===== src/rtl/core/grs_pkg.sv =====
// shared types and constants for the group reverse stream block
package grs_pkg;

  // payload and configuration widths
  localparam int unsigned VALUE_W       = 32;
  localparam int unsigned CFG_W         = 5;
  localparam logic [CFG_W-1:0] CFG_RESET = 5'd1;

  // default depth of the hold buffer
  localparam int unsigned DEF_MAX_GROUP = 16;

  // controller phases
  typedef enum logic {
    ST_FILL,
    ST_DRAIN
  } grs_state_e;

  // status of the output register
  typedef struct packed {
    logic valid;
    logic group_last;
    logic list_end;
  } grs_out_t;

endpackage


===== src/rtl/core/grs_mem.sv =====
// hold buffer: one write port, one read port with registered read data
module grs_mem #(
  parameter int unsigned MAX_GROUP = grs_pkg::DEF_MAX_GROUP,
  localparam int unsigned AW = (MAX_GROUP > 1) ? $clog2(MAX_GROUP) : 1
) (
  input  logic                         clk_i,
  input  logic                         wr_en_i,
  input  logic [AW-1:0]                wr_addr_i,
  input  logic [grs_pkg::VALUE_W-1:0]  wr_data_i,
  input  logic                         rd_en_i,
  input  logic [AW-1:0]                rd_addr_i,
  output logic [grs_pkg::VALUE_W-1:0]  rd_data_o
);

  logic [grs_pkg::VALUE_W-1:0] mem_q [MAX_GROUP];
  logic [grs_pkg::VALUE_W-1:0] rd_data_q;

  // write port
  always_ff @(posedge clk_i) begin
    if (wr_en_i) begin
      mem_q[wr_addr_i] <= wr_data_i;
    end
  end

  // read port, data held until the next read
  always_ff @(posedge clk_i) begin
    if (rd_en_i) begin
      rd_data_q <= mem_q[rd_addr_i];
    end
  end

  assign rd_data_o = rd_data_q;

endmodule


===== src/rtl/core/grs_ctrl.sv =====
// fill and drain sequencer for the hold buffer
module grs_ctrl #(
  parameter int unsigned MAX_GROUP = grs_pkg::DEF_MAX_GROUP,
  localparam int unsigned AW = (MAX_GROUP > 1) ? $clog2(MAX_GROUP) : 1,
  localparam int unsigned CW = $clog2(MAX_GROUP + 1)
) (
  input  logic                          clk_i,
  input  logic                          rst_ni,
  input  logic [grs_pkg::CFG_W-1:0]     group_size_i,
  input  logic                          in_valid_i,
  input  logic                          in_last_i,
  output logic                          in_ready_o,
  input  logic                          out_ready_i,
  output grs_pkg::grs_out_t             out_o,
  output logic                          wr_en_o,
  output logic [AW-1:0]                 wr_addr_o,
  output logic                          rd_en_o,
  output logic [AW-1:0]                 rd_addr_o
);

  localparam int unsigned EW = (CW > grs_pkg::CFG_W) ? CW : grs_pkg::CFG_W;
  localparam logic [EW-1:0] MAX_EXT = EW'(MAX_GROUP);

  grs_pkg::grs_state_e state_q, state_d;
  logic [CW-1:0]       count_q, count_d;
  logic [AW-1:0]       rd_ptr_q, rd_ptr_d;
  logic                end_q, end_d;
  grs_pkg::grs_out_t   out_q, out_d;

  logic [EW-1:0] size_ext;
  logic [EW-1:0] eff_size;
  logic [EW-1:0] held_next;
  logic          accept;
  logic          close;
  logic          issue;

  // effective group size: zero acts as one, saturates at buffer depth
  always_comb begin
    size_ext = EW'(group_size_i);
    if (size_ext == '0) begin
      eff_size = EW'(1);
    end else if (size_ext > MAX_EXT) begin
      eff_size = MAX_EXT;
    end else begin
      eff_size = size_ext;
    end
  end

  // handshake and buffer port control
  assign in_ready_o = (state_q == grs_pkg::ST_FILL);
  assign accept     = in_valid_i && in_ready_o;
  assign held_next  = EW'(count_q) + EW'(1);
  assign close      = accept && ((held_next >= eff_size) || in_last_i);
  assign issue      = (state_q == grs_pkg::ST_DRAIN) && (!out_q.valid || out_ready_i);

  assign wr_en_o   = accept;
  assign wr_addr_o = count_q[AW-1:0];
  assign rd_en_o   = issue;
  assign rd_addr_o = rd_ptr_q;
  assign out_o     = out_q;

  // next state and output register
  always_comb begin
    state_d  = state_q;
    count_d  = count_q;
    rd_ptr_d = rd_ptr_q;
    end_d    = end_q;
    out_d    = out_q;
    if (out_ready_i) begin
      out_d.valid = 1'b0;
    end
    unique case (state_q)
      grs_pkg::ST_FILL: begin
        if (close) begin
          count_d  = '0;
          rd_ptr_d = count_q[AW-1:0];
          end_d    = in_last_i;
          state_d  = grs_pkg::ST_DRAIN;
        end else if (accept) begin
          count_d = count_q + CW'(1);
        end
      end
      grs_pkg::ST_DRAIN: begin
        if (issue) begin
          out_d.valid      = 1'b1;
          out_d.group_last = (rd_ptr_q == '0);
          out_d.list_end   = (rd_ptr_q == '0) && end_q;
          rd_ptr_d         = rd_ptr_q - AW'(1);
          if (rd_ptr_q == '0) begin
            state_d = grs_pkg::ST_FILL;
          end
        end
      end
      default: begin
        state_d = grs_pkg::ST_FILL;
      end
    endcase
  end

  // state registers
  always_ff @(posedge clk_i or negedge rst_ni) begin
    if (!rst_ni) begin
      state_q  <= grs_pkg::ST_FILL;
      count_q  <= '0;
      rd_ptr_q <= '0;
      end_q    <= 1'b0;
      out_q    <= '0;
    end else begin
      state_q  <= state_d;
      count_q  <= count_d;
      rd_ptr_q <= rd_ptr_d;
      end_q    <= end_d;
      out_q    <= out_d;
    end
  end

endmodule


===== src/rtl/core/group_reverse_stream.sv =====
// top level of the group reverse stream block
//
// channel  | direction | handshake             | payload
// ---------+-----------+-----------------------+---------------------------------------
// s_axis   | in        | tvalid / tready       | tdata = value, tlast = list_end
// m_axis   | out       | tvalid / tready       | tdata = out_value, tuser = group_last,
//          |           |                       | tlast = out_list_end
// cfg      | in        | cfg_we_i              | cfg_wdata_i = group_size
//
// a group of n values is taken at one transfer per cycle, then read back
// newest first from the hold buffer while the input stalls; reads use the
// single read port of the buffer and wait while the output is stalled
// the output register decouples the sides; the next group starts filling
// while the last value of the previous one still waits
// reset clears control state only; no clearing pass over the buffer
module group_reverse_stream #(
  parameter int unsigned MAX_GROUP = grs_pkg::DEF_MAX_GROUP
) (
  input  logic                         clk_i,
  input  logic                         rst_ni,
  // configuration
  input  logic                         cfg_we_i,
  input  logic [grs_pkg::CFG_W-1:0]    cfg_wdata_i,    // group_size
  // input stream
  input  logic                         s_axis_tvalid,
  output logic                         s_axis_tready,
  input  logic [grs_pkg::VALUE_W-1:0]  s_axis_tdata,   // [31:0] value
  input  logic                         s_axis_tlast,   // list_end
  // output stream
  output logic                         m_axis_tvalid,
  input  logic                         m_axis_tready,
  output logic [grs_pkg::VALUE_W-1:0]  m_axis_tdata,   // [31:0] out_value
  output logic [0:0]                   m_axis_tuser,   // [0] group_last
  output logic                         m_axis_tlast    // out_list_end
);

  localparam int unsigned AW = (MAX_GROUP > 1) ? $clog2(MAX_GROUP) : 1;

  logic [grs_pkg::CFG_W-1:0] group_size_q;
  grs_pkg::grs_out_t         out_st;
  logic                      wr_en;
  logic [AW-1:0]             wr_addr;
  logic                      rd_en;
  logic [AW-1:0]             rd_addr;

  // group size register
  always_ff @(posedge clk_i or negedge rst_ni) begin
    if (!rst_ni) begin
      group_size_q <= grs_pkg::CFG_RESET;
    end else if (cfg_we_i) begin
      group_size_q <= cfg_wdata_i;
    end
  end

  // sequencer
  grs_ctrl #(
    .MAX_GROUP (MAX_GROUP)
  ) u_ctrl (
    .clk_i        (clk_i),
    .rst_ni       (rst_ni),
    .group_size_i (group_size_q),
    .in_valid_i   (s_axis_tvalid),
    .in_last_i    (s_axis_tlast),
    .in_ready_o   (s_axis_tready),
    .out_ready_i  (m_axis_tready),
    .out_o        (out_st),
    .wr_en_o      (wr_en),
    .wr_addr_o    (wr_addr),
    .rd_en_o      (rd_en),
    .rd_addr_o    (rd_addr)
  );

  // hold buffer
  grs_mem #(
    .MAX_GROUP (MAX_GROUP)
  ) u_mem (
    .clk_i     (clk_i),
    .wr_en_i   (wr_en),
    .wr_addr_i (wr_addr),
    .wr_data_i (s_axis_tdata),
    .rd_en_i   (rd_en),
    .rd_addr_i (rd_addr),
    .rd_data_o (m_axis_tdata)
  );

  // output status
  assign m_axis_tvalid   = out_st.valid;
  assign m_axis_tuser[0] = out_st.group_last;
  assign m_axis_tlast    = out_st.list_end;

endmodule


===== config.mk =====
export PLATFORM = sky130hd
export DESIGN_NAME = group_reverse_stream
export DESIGN_NICKNAME = d
export VERILOG_FILES = /design/src/rtl/core/grs_pkg.sv /design/src/rtl/core/grs_mem.sv /design/src/rtl/core/grs_ctrl.sv /design/src/rtl/core/group_reverse_stream.sv
export SDC_FILE = /design/constraint.sdc
export NUM_CORES = 1
export LEC_CHECK = 0
export CAP_MARGIN = 20
export CORE_MARGIN = 3
export CORE_UTILIZATION = 45
export CTS_CLUSTER_SIZE = 25
export DETAILED_ROUTE_END_ITERATION = 12
export DONT_BUFFER_PORTS = 1
export PLACE_DENSITY_LB_ADDON = 0.2
export SYNTH_ARGS = -nofsm -noshare
export SYNTH_HDL_FRONTEND = slang
export SYNTH_SLANG_ARGS = --single-unit

===== constraint.sdc =====
create_clock -name clk_i -period 4.6 [get_ports clk_i]
set_clock_uncertainty 0.1 [all_clocks]
set_input_delay 0.23 -clock clk_i [delete_from_list [all_inputs] [get_ports clk_i]]
set_output_delay 0.23 -clock clk_i [all_outputs]
set_load 0.005 [all_outputs]

==> flow_summary.yaml <==
run_status:
  outcome: "finished clean"
routing:
  drc: 0
  vias_per_cell: 5.70
  drtIter0Drc: 802
  drt_wl_total_mm: 46.5
  antenna_left: 0
  firstDrtPassIters: 5
  wire_per_inst_um: 25.6
  dr_total_vias: 10400
clocking:
  cts_buffer_depth: 3
  cts.sinks: 563
  htreeDepth: 2
  cts_tree: "built"
  cts-buffers-inserted: 57
  cts_setup_buffers: 0
  insertion_delay_ns: 0.61
  clkTransAtPathRegs_ns: 0.06
  cts_root_buf: "clkbuf_16"
place:
  port_buffers: 0
  place_ws_ns: 1.73
  post-dp-hpwl_mm: 26.2
  dp.cells: 1670
  gp_congestion: 0.716
timing:
  fin_crit_sh_pct: 60.9
  final_hold_viol_count: 0
  setup_slack_ns: 1.80
  slew_viol_final: 0
  setup_viol: 0
  worst_pin_slew_ns: 1.08
  fin_crit_ns: 2.80
  rsz0062_at_grt: "no"
  holdWs_ns: 0.104
  setup_tns_ns: 0
  fmax_mhz: 357
  slew_headroom_pct: 27.9
finish:
  final.fill_count: 3776
  layout_common_cells: "edfxtp_1, mux2i_1, mux4_2, clkbuf_16, dlygate4sd3_1"
  multi_input_area_um2: 4740
  regArea_um2: 16800
  num-nets-final: 1210
  final_common_cell: "edfxtp_1"
  final_cells: 1815
  drive_gt1_share_pct: 19.3
  syn_to_final_growth_pct: 14.2
  final_util_pct: 52.0
die:
  die-area_um2: 51100
  ios: 79
  core-area_um2: 47800
  rows: 80
  die_h_um: 226
  initial_core_util_pct: 45.6
  die_w_um: 226
grt:
  grt_pass1_wl_mm: 70.3
  antenna_found_initial: 1
  grt_max_degree: 47
  grt_pass1_vias: 10900
  grt_use_total_pct: 18.6
  use_met2_pct: 31.2
  grt_most_used_layer: "met2"
  use_met1_pct: 25.4
  grt-ovfl-total: 0
  grt_use_met3_pct: 3.38
synthesis:
  synthAdderAreaFrac_pct: 0.574
  synth_xor_area_share_pct: 0.120
  synth-compound-area-share_pct: 5.90
  synth_mux_area_share_pct: 12.9
  synth-seq-area-share_pct: 77.1
  ys_warn_count: 0
  syn-num-nets: 1127
  ys_ff_latch: 563
  synth_edf_count: 544
  yosys.area.top_type: "edfxtp_1"
  avgSynthCellArea_um2: 20.3
  synth_top_area_share_pct: 74.9
  synth.area.top_cells: "edfxtp_1, mux4_2, mux2i_1"
  synth_top_family_by_area: "multiplexers"
  async_reset_ff_share_pct: 3.37
  synth_cells: 1074
  synth_simple_gate_area_share_pct: 1.76
  netlist-cell-type-count: 41
  synth_flop_cell: "edfxtp_1"
  synth.cell_area_um2: 21800
power:
  powerDensity_nw_per_um2: 577
  power_switching_share_pct: 29.9
  pwr-share-clk_pct: 29.8
  ir_worst_vdd_v: 0.000335
  p_seq_share_pct: 44.9
  leakagePower_nw: 8.13
  p_sw_w: 0.00429
  p_int_w: 0.0101
  comb_power_share_pct: 25.3
setup_path:
  cp-startpoint: "u_ctrl.state_q"
  critPathKind: "register to register"
  critPathRequiredTime_ns: 4.77
  worstPathArrival_ns: 2.97
  reg2reg_slack_ns: 1.80
  critPathBufInv: 1
  crit_path_top_delay_cell: "nor2_4"
  cpLargestDelayFamily: "simple AND/OR/NAND/NOR gates"
  path_cells: "nor2b_1 -> nand2_1 -> nor2_4 -> buf_4"
  worstReg2RegStart: "u_ctrl.state_q"
  start_kind: "register"
  rr_endpoint: "u_mem.mem_q[15][18]"
  r2r_cells: 4
  cpPeakStageDelay_ns: 0.76
  crit_fanout: 19
  crit_path_end_kind: "register"
flow_run:
  drv_cap: 0
hold_path:
  hp-class: "input pin to async pin"
-- power groups by stage --
stage                     combinational (W)  sequential [W]  clock, W
after detailed placement            0.00359         0.00657         0
after floorplan                     0.00286         0.00630         0
after CTS                           0.00370         0.00647   0.00440
after global routing                0.00398         0.00649   0.00460
final                               0.00363         0.00645   0.00428
after global placement              0.00357         0.00658         0
-- registers in the layout (all words and copies together) (netlist names) --
signal            flops
u_ctrl.rd_addr_o      4
u_mem.mem_q         512
u_mem.rd_data_o      32
u_ctrl.out_o          3
u_ctrl.state_q        1
u_ctrl.count_q        5
group_size_q          5
u_ctrl.end_q          1
-- cell families after synthesis --
family / count (synthesis)
flip-flops: 563
multiplexers: 199
AO/OA/AOI/OAI: 146
AND/OR/NAND/NOR: 91
buffers and inverters: 62
adder cells (fa/ha/maj): 10
XOR/XNOR: 3
-- cell usage after synthesis (all sizes together) (2+ instances only) --
| cell | n |
|---|---|
| a22o | 4 |
| edfxtp | 544 |
| and3 | 2 |
| a221oi | 64 |
| nand2b | 5 |
| mux4 | 64 |
| o221a | 2 |
| nand3 | 4 |
| clkbuf | 20 |
| dfrtp | 18 |
| inv | 8 |
| ha | 10 |
| mux2 | 6 |
| mux2i | 129 |
| xnor2 | 2 |
| nand2 | 21 |
| buf | 34 |
| nor3 | 6 |
| o21ai | 39 |
| nor2 | 52 |
| a22oi | 32 |
-- worst max-delay path by stage --
stage / to / slack, ns / depth (start not counted)
2_1_floorplan: u_mem.mem_q[3][0] / 0.98 / 3
3_3_place_gp: u_mem.rd_data_o[26] / 1.76 / 7
3_5_place_dp: u_mem.rd_data_o[26] / 1.73 / 7
4_1_cts: u_mem.rd_data_o[26] / 1.74 / 7
5_1_grt: u_mem.rd_data_o[26] / 1.60 / 7
6_report: u_mem.mem_q[15][18] / 1.80 / 4
-- timing repair --
action | CTS | global route
setup endpoints to repair | 0 | 0
hold buffers | 42 | 0
hold endpoints to repair | 547 | 0
resized for setup | 0 | 0
-- stage by stage --
stage	total power [W]	instance area, um2
3_5_place_dp	0.0102	22700
3_3_place_gp	0.0101	22700
4_1_cts	0.0146	24900
6_report	0.0144	24900
5_1_grt	0.0151	24900
2_1_floorplan	0.00917	21800
-- worst register-to-register path, cell delays in order, from the launching register on --
cell and delay (ns):
dfrtp_1 0.47, nor2b_1 0.37, nand2_1 0.31, nor2_4 0.76, buf_4 0.45
-- cell type report --
type | count | area share (%)
Sequential cell | 563 | 67.6
Multi-Input combinational cell | 449 | 19.1
Clock buffer | 72 | 5.95
Timing Repair Buffer | 78 | 3.27
Tap cell | 615 | 3.09
Clock inverter | 29 | 0.940
Inverter | 8 | 0.121
Antenna cell | 1 | 0.0101
-- metal layers --
layer,wire [um],vias up
met5,0,-
met4,860,0
met3,2140,63
met2,23300,210
met1,20200,5449
li1,-,4631
Power figures use the tool's default switching activity.
